===== src/rtl/core/lps_pkg.sv =====
`default_nettype none
package lps_pkg;

  localparam logic [3:0] USER_Q = 4'd15;
  localparam logic [3:0] WIN_Q  = 4'd14;
  localparam logic [3:0] LOW_SYS_Q = 4'd13;

  localparam logic [2:0] ACT_START_SYS  = 3'd0;
  localparam logic [2:0] ACT_START_USER = 3'd1;
  localparam logic [2:0] ACT_STOP       = 3'd2;
  localparam logic [2:0] ACT_QUANTUM    = 3'd3;
  localparam logic [2:0] ACT_NICE       = 3'd4;
  localparam logic [2:0] ACT_BALANCE    = 3'd5;
  // unassigned codes, accepted as no-ops
  localparam logic [2:0] ACT_SPARE_LO   = 3'd6;
  localparam logic [2:0] ACT_SPARE_HI   = 3'd7;

  localparam logic [1:0] ST_OK      = 2'd0;
  localparam logic [1:0] ST_NOT_USE = 2'd1;
  localparam logic [1:0] ST_BUSY    = 2'd2;
  localparam logic [1:0] ST_BAD_PRI = 2'd3;

  localparam int unsigned RND_BITS = 32;

  typedef enum logic [3:0] {
    S_IDLE,
    S_DECODE,
    S_EMIT,
    S_SUM,
    S_DIV,
    S_WALK,
    S_BAL,
    S_FINAL
  } state_e;

  // controller -> datapath
  typedef struct packed {
    logic load;       // capture input word
    logic decode;     // apply single-slot action
    logic clr_scan;   // reset scan index and accumulators
    logic sum_step;
    logic div_start;
    logic div_step;
    logic walk_step;
    logic bal_step;
    logic set_final;
    logic out_fire;   // never set by the controller; unused
  } cmd_t;

  // datapath -> controller
  typedef struct packed {
    logic emit_rec;     // decode produced a record
    logic go_lottery;   // decode asks for a lottery
    logic go_balance;
    logic scan_done;
    logic total_zero;
    logic div_done;
    logic step_emit;    // current walk/balance step produced a record
  } stat_t;

endpackage
`default_nettype wire


===== src/rtl/core/lps_datapath.sv =====
`default_nettype none
module lps_datapath #(
  parameter int unsigned SLOTS       = 32,
  parameter int unsigned TICKET_BITS = 16
) (
  input  wire logic                   clk_i,
  input  wire logic                   rst_ni,
  input  wire logic                   cfg_we_i,
  input  wire logic [15:0]            cfg_wdata_i,
  input  wire logic [2:0]             action_i,
  input  wire logic [4:0]             slot_i,
  input  wire logic [4:0]             ceil_req_i,
  input  wire logic signed [15:0]     nice_delta_i,
  input  wire logic [31:0]            random_i,
  input  wire lps_pkg::cmd_t          cmd_i,
  output lps_pkg::stat_t              stat_o,
  output logic                        kind_o,
  output logic [4:0]                  out_slot_o,
  output logic [3:0]                  new_priority_o,
  output logic [1:0]                  status_o,
  output logic                        last_o
);

  localparam int unsigned IW = (SLOTS > 1) ? $clog2(SLOTS) : 1;
  localparam int unsigned CW = $clog2(SLOTS + 1);
  localparam int unsigned TW = TICKET_BITS + CW;   // ticket total width
  localparam int unsigned DW = (TW > 32) ? TW : 32;
  // nice sum: wide enough for tickets plus a full 16-bit delta, with sign
  localparam int unsigned NW = ((TICKET_BITS > 16) ? TICKET_BITS : 16) + 2;
  localparam logic [TICKET_BITS-1:0] TMAX = {TICKET_BITS{1'b1}};

  logic [SLOTS-1:0]       use_q, sys_q;
  logic [3:0]             pri_q  [SLOTS];
  logic [3:0]             ceil_q [SLOTS];
  logic [TICKET_BITS-1:0] tix_q  [SLOTS];
  logic [15:0]            init_q;

  logic [2:0]         act_q;
  logic [4:0]         slot_q;
  logic [4:0]         maxp_q;
  logic signed [15:0] delta_q;
  logic [31:0]        rnd_q;

  logic [CW-1:0] idx_q;
  logic [TW-1:0] total_q;
  logic [DW-1:0] rem_q;
  logic [5:0]    dcnt_q;
  logic signed [TW+1:0] draw_q;

  logic       okind_q;
  logic [4:0] oslot_q;
  logic [3:0] opri_q;
  logic [1:0] ost_q;
  logic       emit_q, lot_q, bal_q;

  wire          valid_s = {1'b0, slot_q} < 6'(SLOTS);
  wire [IW-1:0] si = slot_q[IW-1:0];
  wire          used = valid_s && use_q[si];
  wire [IW-1:0] ii = idx_q[IW-1:0];
  wire          in_lot = use_q[ii] && !sys_q[ii] && pri_q[ii] == lps_pkg::USER_Q;
  wire [TICKET_BITS-1:0] init_sat =
      (TICKET_BITS < 16 && (init_q >> TICKET_BITS) != 16'd0) ? TMAX
                                                             : TICKET_BITS'(init_q);
  wire signed [NW-1:0] nice_sum =
      $signed(NW'(tix_q[si])) + NW'(delta_q);
  wire [DW:0] trial = {rem_q[DW-2:0], rnd_q[31]} - (DW+1)'(total_q);
  wire signed [TW+1:0] draw_n = draw_q - $signed((TW+2)'(tix_q[ii]));
  wire bal_hit = use_q[ii] && pri_q[ii] > ceil_q[ii] && pri_q[ii] < lps_pkg::WIN_Q;

  always_ff @(posedge clk_i or negedge rst_ni) begin
    if (!rst_ni) begin
      init_q <= 16'd20;
    end else if (cfg_we_i) begin
      init_q <= cfg_wdata_i;
    end
  end

  always_ff @(posedge clk_i or negedge rst_ni) begin
    if (!rst_ni) begin
      use_q <= '0;
      sys_q <= '0;
      for (int k = 0; k < SLOTS; k++) begin
        pri_q[k]  <= '0;
        ceil_q[k] <= '0;
        tix_q[k]  <= '0;
      end
      act_q   <= '0;
      slot_q  <= '0;
      maxp_q  <= '0;
      delta_q <= '0;
      rnd_q   <= '0;
      total_q <= '0;
      rem_q   <= '0;
      draw_q  <= '0;
      okind_q <= 1'b0;
      oslot_q <= '0;
      opri_q  <= '0;
      ost_q   <= lps_pkg::ST_OK;
      emit_q <= 1'b0;
      lot_q  <= 1'b0;
      bal_q  <= 1'b0;
      idx_q  <= '0;
      dcnt_q <= '0;
    end else begin
      if (cmd_i.load) begin
        act_q   <= action_i;
        slot_q  <= slot_i;
        maxp_q  <= ceil_req_i;
        delta_q <= nice_delta_i;
        rnd_q   <= random_i;
      end
      if (cmd_i.decode) begin
        emit_q  <= 1'b0;
        lot_q   <= 1'b0;
        bal_q   <= 1'b0;
        okind_q <= 1'b0;
        oslot_q <= slot_q;
        ost_q   <= lps_pkg::ST_OK;
        unique case (act_q)
          lps_pkg::ACT_START_SYS, lps_pkg::ACT_START_USER: begin
            if (!valid_s) ost_q <= lps_pkg::ST_NOT_USE;
            else if (used) ost_q <= lps_pkg::ST_BUSY;
            else if (maxp_q[4]) ost_q <= lps_pkg::ST_BAD_PRI;
            else begin
              ceil_q[si] <= maxp_q[3:0];
              tix_q[si]  <= init_sat;
              sys_q[si]  <= act_q == lps_pkg::ACT_START_SYS;
              pri_q[si]  <= (act_q == lps_pkg::ACT_START_SYS) ? maxp_q[3:0]
                                                              : lps_pkg::USER_Q;
              opri_q     <= (act_q == lps_pkg::ACT_START_SYS) ? maxp_q[3:0]
                                                              : lps_pkg::USER_Q;
              use_q[si]  <= 1'b1;
              emit_q     <= 1'b1;
            end
          end
          lps_pkg::ACT_STOP: begin
            if (!used) ost_q <= lps_pkg::ST_NOT_USE;
            else begin
              use_q[si] <= 1'b0;
              lot_q     <= !sys_q[si] && pri_q[si] >= lps_pkg::WIN_Q;
            end
          end
          lps_pkg::ACT_QUANTUM: begin
            if (!used) ost_q <= lps_pkg::ST_NOT_USE;
            else if (sys_q[si]) begin
              emit_q <= 1'b1;
              if (pri_q[si] < lps_pkg::LOW_SYS_Q) begin
                pri_q[si]  <= pri_q[si] + 4'd1;
                opri_q     <= pri_q[si] + 4'd1;
              end else begin
                opri_q <= pri_q[si];
              end
            end else begin
              lot_q <= 1'b1;
              if (pri_q[si] == lps_pkg::WIN_Q) begin
                pri_q[si] <= lps_pkg::USER_Q;
                opri_q    <= lps_pkg::USER_Q;
                emit_q    <= 1'b1;
              end
            end
          end
          lps_pkg::ACT_NICE: begin
            if (!used) ost_q <= lps_pkg::ST_NOT_USE;
            else begin
              if (nice_sum < 0) tix_q[si] <= '0;
              else if (nice_sum > $signed(NW'(TMAX))) tix_q[si] <= TMAX;
              else tix_q[si] <= nice_sum[TICKET_BITS-1:0];
              opri_q <= pri_q[si];
              emit_q <= 1'b1;
            end
          end
          lps_pkg::ACT_BALANCE: bal_q <= 1'b1;
          default: ;
        endcase
      end
      if (cmd_i.clr_scan) begin
        // decode record already taken
        emit_q  <= 1'b0;
        idx_q   <= '0;
        total_q <= '0;
      end
      if (cmd_i.sum_step) begin
        if (in_lot) total_q <= total_q + TW'(tix_q[ii]);
        idx_q <= idx_q + 1'b1;
      end
      // restoring divide, one quotient bit a cycle; only the remainder is kept
      if (cmd_i.div_start) begin
        rem_q  <= '0;
        dcnt_q <= 6'd0;
        idx_q  <= '0;
      end
      if (cmd_i.div_step) begin
        if (!trial[DW]) rem_q <= trial[DW-1:0];
        else rem_q <= {rem_q[DW-2:0], rnd_q[31]};
        rnd_q  <= {rnd_q[30:0], 1'b0};
        dcnt_q <= dcnt_q + 6'd1;
        if (dcnt_q == 6'd31) begin
          draw_q <= $signed((TW+2)'(trial[DW] ? {rem_q[DW-2:0], rnd_q[31]}
                                              : trial[DW-1:0]))
                    + $signed((TW+2)'(1));
        end
      end
      if (cmd_i.walk_step) begin
        emit_q <= 1'b0;
        if (in_lot && draw_q > 0) begin
          draw_q <= draw_n;
          if (draw_n <= 0) begin
            pri_q[ii] <= lps_pkg::WIN_Q;
            okind_q   <= 1'b0;
            oslot_q   <= 5'(idx_q);
            opri_q    <= lps_pkg::WIN_Q;
            emit_q    <= 1'b1;
          end
        end
        idx_q <= idx_q + 1'b1;
      end
      if (cmd_i.bal_step) begin
        emit_q <= 1'b0;
        if (bal_hit) begin
          pri_q[ii] <= pri_q[ii] - 4'd1;
          okind_q   <= 1'b0;
          oslot_q   <= 5'(idx_q);
          opri_q    <= pri_q[ii] - 4'd1;
          emit_q    <= 1'b1;
        end
        idx_q <= idx_q + 1'b1;
      end
      if (cmd_i.set_final) begin
        okind_q <= 1'b1;
        oslot_q <= '0;
        opri_q  <= '0;
      end
    end
  end

  always_comb begin
    stat_o.emit_rec   = emit_q;
    stat_o.go_lottery = lot_q;
    stat_o.go_balance = bal_q;
    stat_o.scan_done  = idx_q == CW'(SLOTS);
    stat_o.total_zero = total_q == '0;
    stat_o.div_done   = dcnt_q == 6'd32;
    stat_o.step_emit  = emit_q;
  end

  assign kind_o         = okind_q;
  assign out_slot_o     = oslot_q;
  assign new_priority_o = opri_q;
  assign status_o       = okind_q ? ost_q : lps_pkg::ST_OK;
  assign last_o         = okind_q;

endmodule
`default_nettype wire


===== src/rtl/core/lps_ctrl.sv =====
`default_nettype none
module lps_ctrl (
  input  wire logic         clk_i,
  input  wire logic         rst_ni,
  input  wire logic         in_valid_i,
  output logic              in_stall_o,
  output logic              out_valid_o,
  input  wire logic         out_stall_i,
  input  wire lps_pkg::stat_t stat_i,
  output lps_pkg::cmd_t     cmd_o
);

  lps_pkg::state_e state_q, state_d;

  always_ff @(posedge clk_i or negedge rst_ni) begin
    if (!rst_ni) begin
      state_q <= lps_pkg::S_IDLE;
    end else begin
      state_q <= state_d;
    end
  end

  wire out_take = !out_stall_i;

  always_comb begin
    state_d = state_q;
    unique case (state_q)
      lps_pkg::S_IDLE: if (in_valid_i) state_d = lps_pkg::S_DECODE;
      lps_pkg::S_DECODE: state_d = lps_pkg::S_EMIT;
      lps_pkg::S_EMIT: begin
        // record from decode (if any), then branch
        if (!stat_i.emit_rec || out_take) begin
          if (stat_i.go_lottery) state_d = lps_pkg::S_SUM;
          else if (stat_i.go_balance) state_d = lps_pkg::S_BAL;
          else state_d = lps_pkg::S_FINAL;
        end
      end
      lps_pkg::S_SUM: begin
        if (stat_i.scan_done) begin
          state_d = stat_i.total_zero ? lps_pkg::S_FINAL : lps_pkg::S_DIV;
        end
      end
      lps_pkg::S_DIV: if (stat_i.div_done) state_d = lps_pkg::S_WALK;
      lps_pkg::S_WALK, lps_pkg::S_BAL: begin
        if (!stat_i.step_emit || out_take) begin
          if (stat_i.scan_done) state_d = lps_pkg::S_FINAL;
        end
      end
      lps_pkg::S_FINAL: if (out_take) state_d = lps_pkg::S_IDLE;
      default: state_d = lps_pkg::S_IDLE;
    endcase
  end

  always_comb begin
    cmd_o       = '0;
    in_stall_o  = 1'b1;
    out_valid_o = 1'b0;
    unique case (state_q)
      lps_pkg::S_IDLE: begin
        in_stall_o = 1'b0;
        cmd_o.load = 1'b1;
      end
      lps_pkg::S_DECODE: cmd_o.decode = 1'b1;
      lps_pkg::S_EMIT: begin
        out_valid_o = stat_i.emit_rec;
        if ((!stat_i.emit_rec || out_take) && stat_i.go_lottery) cmd_o.clr_scan = 1'b1;
        if ((!stat_i.emit_rec || out_take) && stat_i.go_balance) cmd_o.clr_scan = 1'b1;
        if ((!stat_i.emit_rec || out_take) && !stat_i.go_lottery
            && !stat_i.go_balance) cmd_o.set_final = 1'b1;
      end
      lps_pkg::S_SUM: begin
        if (!stat_i.scan_done) cmd_o.sum_step = 1'b1;
        else if (stat_i.total_zero) cmd_o.set_final = 1'b1;
        else cmd_o.div_start = 1'b1;
      end
      lps_pkg::S_DIV: if (!stat_i.div_done) cmd_o.div_step = 1'b1;
      lps_pkg::S_WALK, lps_pkg::S_BAL: begin
        out_valid_o = stat_i.step_emit;
        if (!stat_i.step_emit || out_take) begin
          if (stat_i.scan_done) cmd_o.set_final = 1'b1;
          else if (state_q == lps_pkg::S_WALK) cmd_o.walk_step = 1'b1;
          else cmd_o.bal_step = 1'b1;
        end
      end
      lps_pkg::S_FINAL: out_valid_o = 1'b1;
      default: ;
    endcase
  end

endmodule
`default_nettype wire


===== src/rtl/core/lottery_process_scheduler_core.sv =====
// A word runs the decode, emit and final states; a balance word also scans all slots.
// A lottery adds a ticket sum, then a bit-serial modulo and walk if any tickets exist.
// One word at a time: a new word is taken only in idle. Each record waits for the
// consumer; stalls extend the run.
// Reset (rst_ni low, async): slot table cleared, initial tickets back to 20.
`default_nettype none
module lottery_process_scheduler_core #(
  parameter int unsigned SLOTS       = 32,
  parameter int unsigned TICKET_BITS = 16
) (
  input  wire logic               clk_i,
  input  wire logic               rst_ni,
  input  wire logic               cfg_we_i,
  input  wire logic [15:0]        cfg_wdata_i,
  input  wire logic               in_valid_i,
  output logic                    in_stall_o,
  input  wire logic [2:0]         action_i,
  input  wire logic [4:0]         slot_i,
  input  wire logic [4:0]         ceil_req_i,
  input  wire logic signed [15:0] nice_delta_i,
  input  wire logic [31:0]        random_i,
  output logic                    out_valid_o,
  input  wire logic               out_stall_i,
  output logic                    kind_o,
  output logic [4:0]              out_slot_o,
  output logic [3:0]              new_priority_o,
  output logic [1:0]              status_o,
  output logic                    last_o
);

  lps_pkg::cmd_t  cmd;
  lps_pkg::stat_t stat;

  lps_ctrl u_ctrl (
    .clk_i, .rst_ni, .in_valid_i, .in_stall_o, .out_valid_o, .out_stall_i,
    .stat_i(stat), .cmd_o(cmd)
  );

  lps_datapath #(.SLOTS(SLOTS), .TICKET_BITS(TICKET_BITS)) u_dp (
    .clk_i, .rst_ni, .cfg_we_i, .cfg_wdata_i, .action_i, .slot_i, .ceil_req_i,
    .nice_delta_i, .random_i, .cmd_i(cmd), .stat_o(stat), .kind_o, .out_slot_o,
    .new_priority_o, .status_o, .last_o
  );

endmodule
`default_nettype wire

===== config.mk =====
export PLATFORM = sky130hd
export DESIGN_NAME = lottery_process_scheduler_core
export DESIGN_NICKNAME = d
export VERILOG_FILES = /design/src/rtl/core/lps_pkg.sv /design/src/rtl/core/lps_datapath.sv /design/src/rtl/core/lps_ctrl.sv /design/src/rtl/core/lottery_process_scheduler_core.sv
export SDC_FILE = /design/constraint.sdc
export NUM_CORES = 2
export LEC_CHECK = 0
export BUFFER_PORTS_ARGS = -buffer_cell sky130_fd_sc_hd__clkbuf_2
export CAP_MARGIN = 20
export CORE_ASPECT_RATIO = 1.75
export CORE_MARGIN = 4
export CORE_UTILIZATION = 30
export DETAILED_ROUTE_END_ITERATION = 7
export GPL_ROUTABILITY_DRIVEN = 0
export SLEW_MARGIN = 20
export SYNTH_ARGS = -nofsm -noshare
export SYNTH_HDL_FRONTEND = slang
export SYNTH_SLANG_ARGS = --single-unit

===== constraint.sdc =====
create_clock -name clk_i -period 19.7 [get_ports clk_i]
set_input_delay 0.985 -clock clk_i [delete_from_list [all_inputs] [get_ports clk_i]]
set_output_delay 0.985 -clock clk_i [all_outputs]
set_load 0.02 [all_outputs]

==> impl_results.md <==
* Port Buffer Count at 96
* CTS tree: built
* Final min period at 9.00 ns
* CP most frequent cell: buf_4
* WP data required at 20.34 ns
* Run status: finished, violations left
* Final Util at 0.333
* H-tree Lvls at 3
* Largest net degree at the start of global routing at 151
* CTS Hold Buffers Added at 0
* Initial antenna violation count at 49
* Fin. Hold Viols at 0
* FFs w/ async S/R, synth at 1.00
* #FFs+latches synth at 1016
* Fill cell count at 22937
* Yosys warning count at 0
* Slew HR at -0.0667
* Mapped Cells at 7072
* CP max stage delay at 1.17 ns
* Fin crit share at 0.457
* Post-synth EDFFs at 0
* CTS root buf: clkbuf_16
* Worst IR Drop VDD at 0.167 mV
* Via density at 6.73
* Core Area at 226000 um2
* LEAKAGE at 28.9 nW
* Synthesized Nets at 7245
* Post_cts resized at 0
* Slew @ Worst Pin at 1.56 ns
* Die width at 368 um
* Post-synth top flop: dfrtp_1
* Die ar. at 235000 um2
* RSZ-0062 raised after global routing: false
* Residual DRC at 14
* Row Count at 231
* Drt wl/cell at 35.1 um
* Failing checks: DRC, capacitance limit, slew limit
* Leading area contributor after synthesis: dfrtp_1
* Number of buffers created by CTS at 104
* Via Count at 66726
* Max-Cap Viols at 1
* Io pins at 97
* Area Overhead vs Synth at 10.5%
* Share of cells above drive strength 1 at 0.187
* CP Capture Type: flop
* CP arrival at 9.64 ns
* CP Launch Type: flop
* Postcts setup bufs at 0
* Setup Skew at 0.0564 ns
* Critical path class: flop to flop
* Gr ovfl total at 0
* Starting DRT DRC Count at 11235
* Area share of the leading cell type in the synthesized netlist at 0.373
* Crit path setup slack, layout at 10.70 ns
* Largest cells by area after synthesis: dfrtp_1 37%, mux4_2 10%, a22oi_1 7.5%
* Initial Util at 0.301
* Register area at 25400 um2
* DR pass1 iterations at 8
* Crit path max fanout at 97
* Mapped Area at 68000 um2
* Post-synth cell types at 97
* Clk Latency, worst-skew pair at 0.79 ns
* Number of global-route vias before repair at 63765
* GRT Util Overall at 0.290
* First-pass GRT wire length at 490000 um
* Routed Antenna Nets at 0
* Crit-path slowest cell: dfrtp_4
* Commonest non-fill, non-tap cell in the layout: dfrtp_1
* Most frequent cells in the layout: 1010 x dfrtp_1, 677 x a22oi_1, 522 x nand2_1, 501 x nor2_1, 327 x o22ai_1
* CTS sink count at 1016
* Clock Path Buffers at 3
* Crit-path cells: buf_12, buf_4, mux4_2, a22oi_1, nand4_1, ha_1, nor2b_1, o21ai_1, a21oi_1, o41ai_1, o21ai_1, a211o_1, o21bai_1, and2_4, buf_4, buf_4, a21oi_1, o311ai_1
* Setup TNS at 0 ns
* PD cells at 146 nW/um2
* Clock transition at path regs at 0.06 ns
* Worst Hold Class: primary input to async pin
* Post-DP HPWL at 222000 um
* Fmax at 111 MHz
* FF-to-FF path depth at 18
* Multi-input combinational cell area at 39100 um2
* Post-Route WL at 348000 um
* Post-Syn Area per Cell at 9.62 um2
* Max-slew violation count at 2
* Final setup viols at 0
* Nets at 6945
* Place WS at 11.09 ns
* Min Hold Slack at 0.266 ns
* Vert. Die Dim at 638 um
* Sequential-to-total area share from yosys stat at 0.374
==> per-layer routing <==
layer,routed length (um),vias to the layer above,part of all wire,GRT usage
met5,789,-,0.0023,0.0261
met3,43800,2016,0.13,0.129
met1,105000,32902,0.30,0.290
met2,152000,5311,0.44,0.439
li1,-,26461,-,-
met4,46200,36,0.13,0.289
==> report_power, final <==
part	switching (W)	internal, W
logic	0.00412	0.00162
registers	0.000612	0.00248
clock network	0.000959	0.00118
==> critical path, delay by kind of cell, from the launching register on <==
| kind | cells | cell delay [ns] |
|---|---|---|
| multiplexers | 1 | 0.41 |
| buffers and inverters | 4 | 3.10 |
| AO/OA/AOI/OAI | 9 | 2.39 |
| adder cells (fa/ha/maj) | 1 | 0.34 |
| flip-flops | 1 | 1.17 |
| AND/OR/NAND/NOR | 3 | 1.22 |
==> kinds of logic (layout without fill, tap and decap cells) <==
| family | after synthesis | in the layout | synth area share |
|---|---|---|---|
| compound gates | 2455 | 2455 | 0.254 |
| simple gates | 1757 | 1757 | 0.120 |
| flops | 1016 | 1016 | 0.374 |
| buf+inv | 978 | 761 | 0.0598 |
| mux | 697 | 697 | 0.165 |
| fa+ha+maj | 91 | 91 | 0.0172 |
| xor+xnor | 78 | 78 | 0.0100 |
| other cells | 0 | 27 | 0 |
==> cell usage after synthesis, types with 33 or more instances <==
cell       number
a21boi_0      159
a21oi_1       286
xnor2_1        44
or3_1          33
o211ai_1       41
nand4_1        42
xor2_1         34
buf_2         160
inv_1         239
dfrtp_1      1014
nand2_1       527
a31oi_1        66
mux2_2        241
o21ai_0       222
nor4_1         48
o2bb2ai_1      33
nor3_1         59
mux4_2        316
clkbuf_1      495
ha_1           87
o22ai_1       330
nor2_1        542
buf_1          48
a22oi_1       678
o21a_1         66
a21o_1         37
mux2i_1       140
a22o_1         94
o221ai_1      217
nand3_1       272
==> flip-flops by register name (all words and copies together), names as in the netlist, 6 cells and up, named ones only <==
register	cells
u_dp.dcnt_q	6
u_dp.ceil_q	128
u_dp.rem_q	31
u_dp.draw_q	24
u_dp.pri_q	128
u_dp.total_q	22
u_dp.idx_q	6
u_dp.delta_q	16
u_dp.tix_q	512
u_dp.rnd_q	32
u_dp.sys_q	32
u_dp.init_q	16
==> layout make-up <==
cell class | instances | share of cell area
Inverter | 239 | 0.0119
Clock inverter | 46 | 0.00741
Timing Repair Buffer | 333 | 0.0317
Clock buffer | 143 | 0.0393
Sequential cell | 1016 | 0.338
Antenna cell | 27 | 0.000899
Tap cell | 3029 | 0.0504
Multi-Input combinational cell | 5078 | 0.520
==> stage by stage <==
step / instance area [um2] / cells / power, W
2_1_floorplan: 68000 / 7072 / 0.00619
3_3_place_gp: 71300 / 9688 / 0.00822
3_5_place_dp: 71400 / 9688 / 0.00832
4_1_cts: 74900 / 9877 / 0.0104
5_1_grt: 75100 / 9895 / 0.0112
6_report: 75200 / 9911 / 0.0110
==> worst paths after layout <==
kind                                       startpoint                     endpoint  slack, ns
setup reg to reg               u_dp.si[1]$_DFFE_PN0N_   u_dp.tix_q[62]$_DFFE_PN0P_      10.70
max in group asynchronous                      rst_ni    u_dp.idx_q[0]$_DFFE_PN0P_      15.30
setup / recovery               u_dp.si[1]$_DFFE_PN0N_   u_dp.tix_q[62]$_DFFE_PN0P_      10.70
hold / removal                                 rst_ni  u_dp.tix_q[153]$_DFFE_PN0P_       0.27
min in group clk_i                          slot_i[2]       u_dp.si[2]$_DFFE_PN0N_       0.39
hold reg to reg            u_dp.rnd_q[26]$_DFFE_PN0P_   u_dp.rnd_q[26]$_DFFE_PN0P_       0.48
Note: power is estimated with default switching activity, not from simulation.
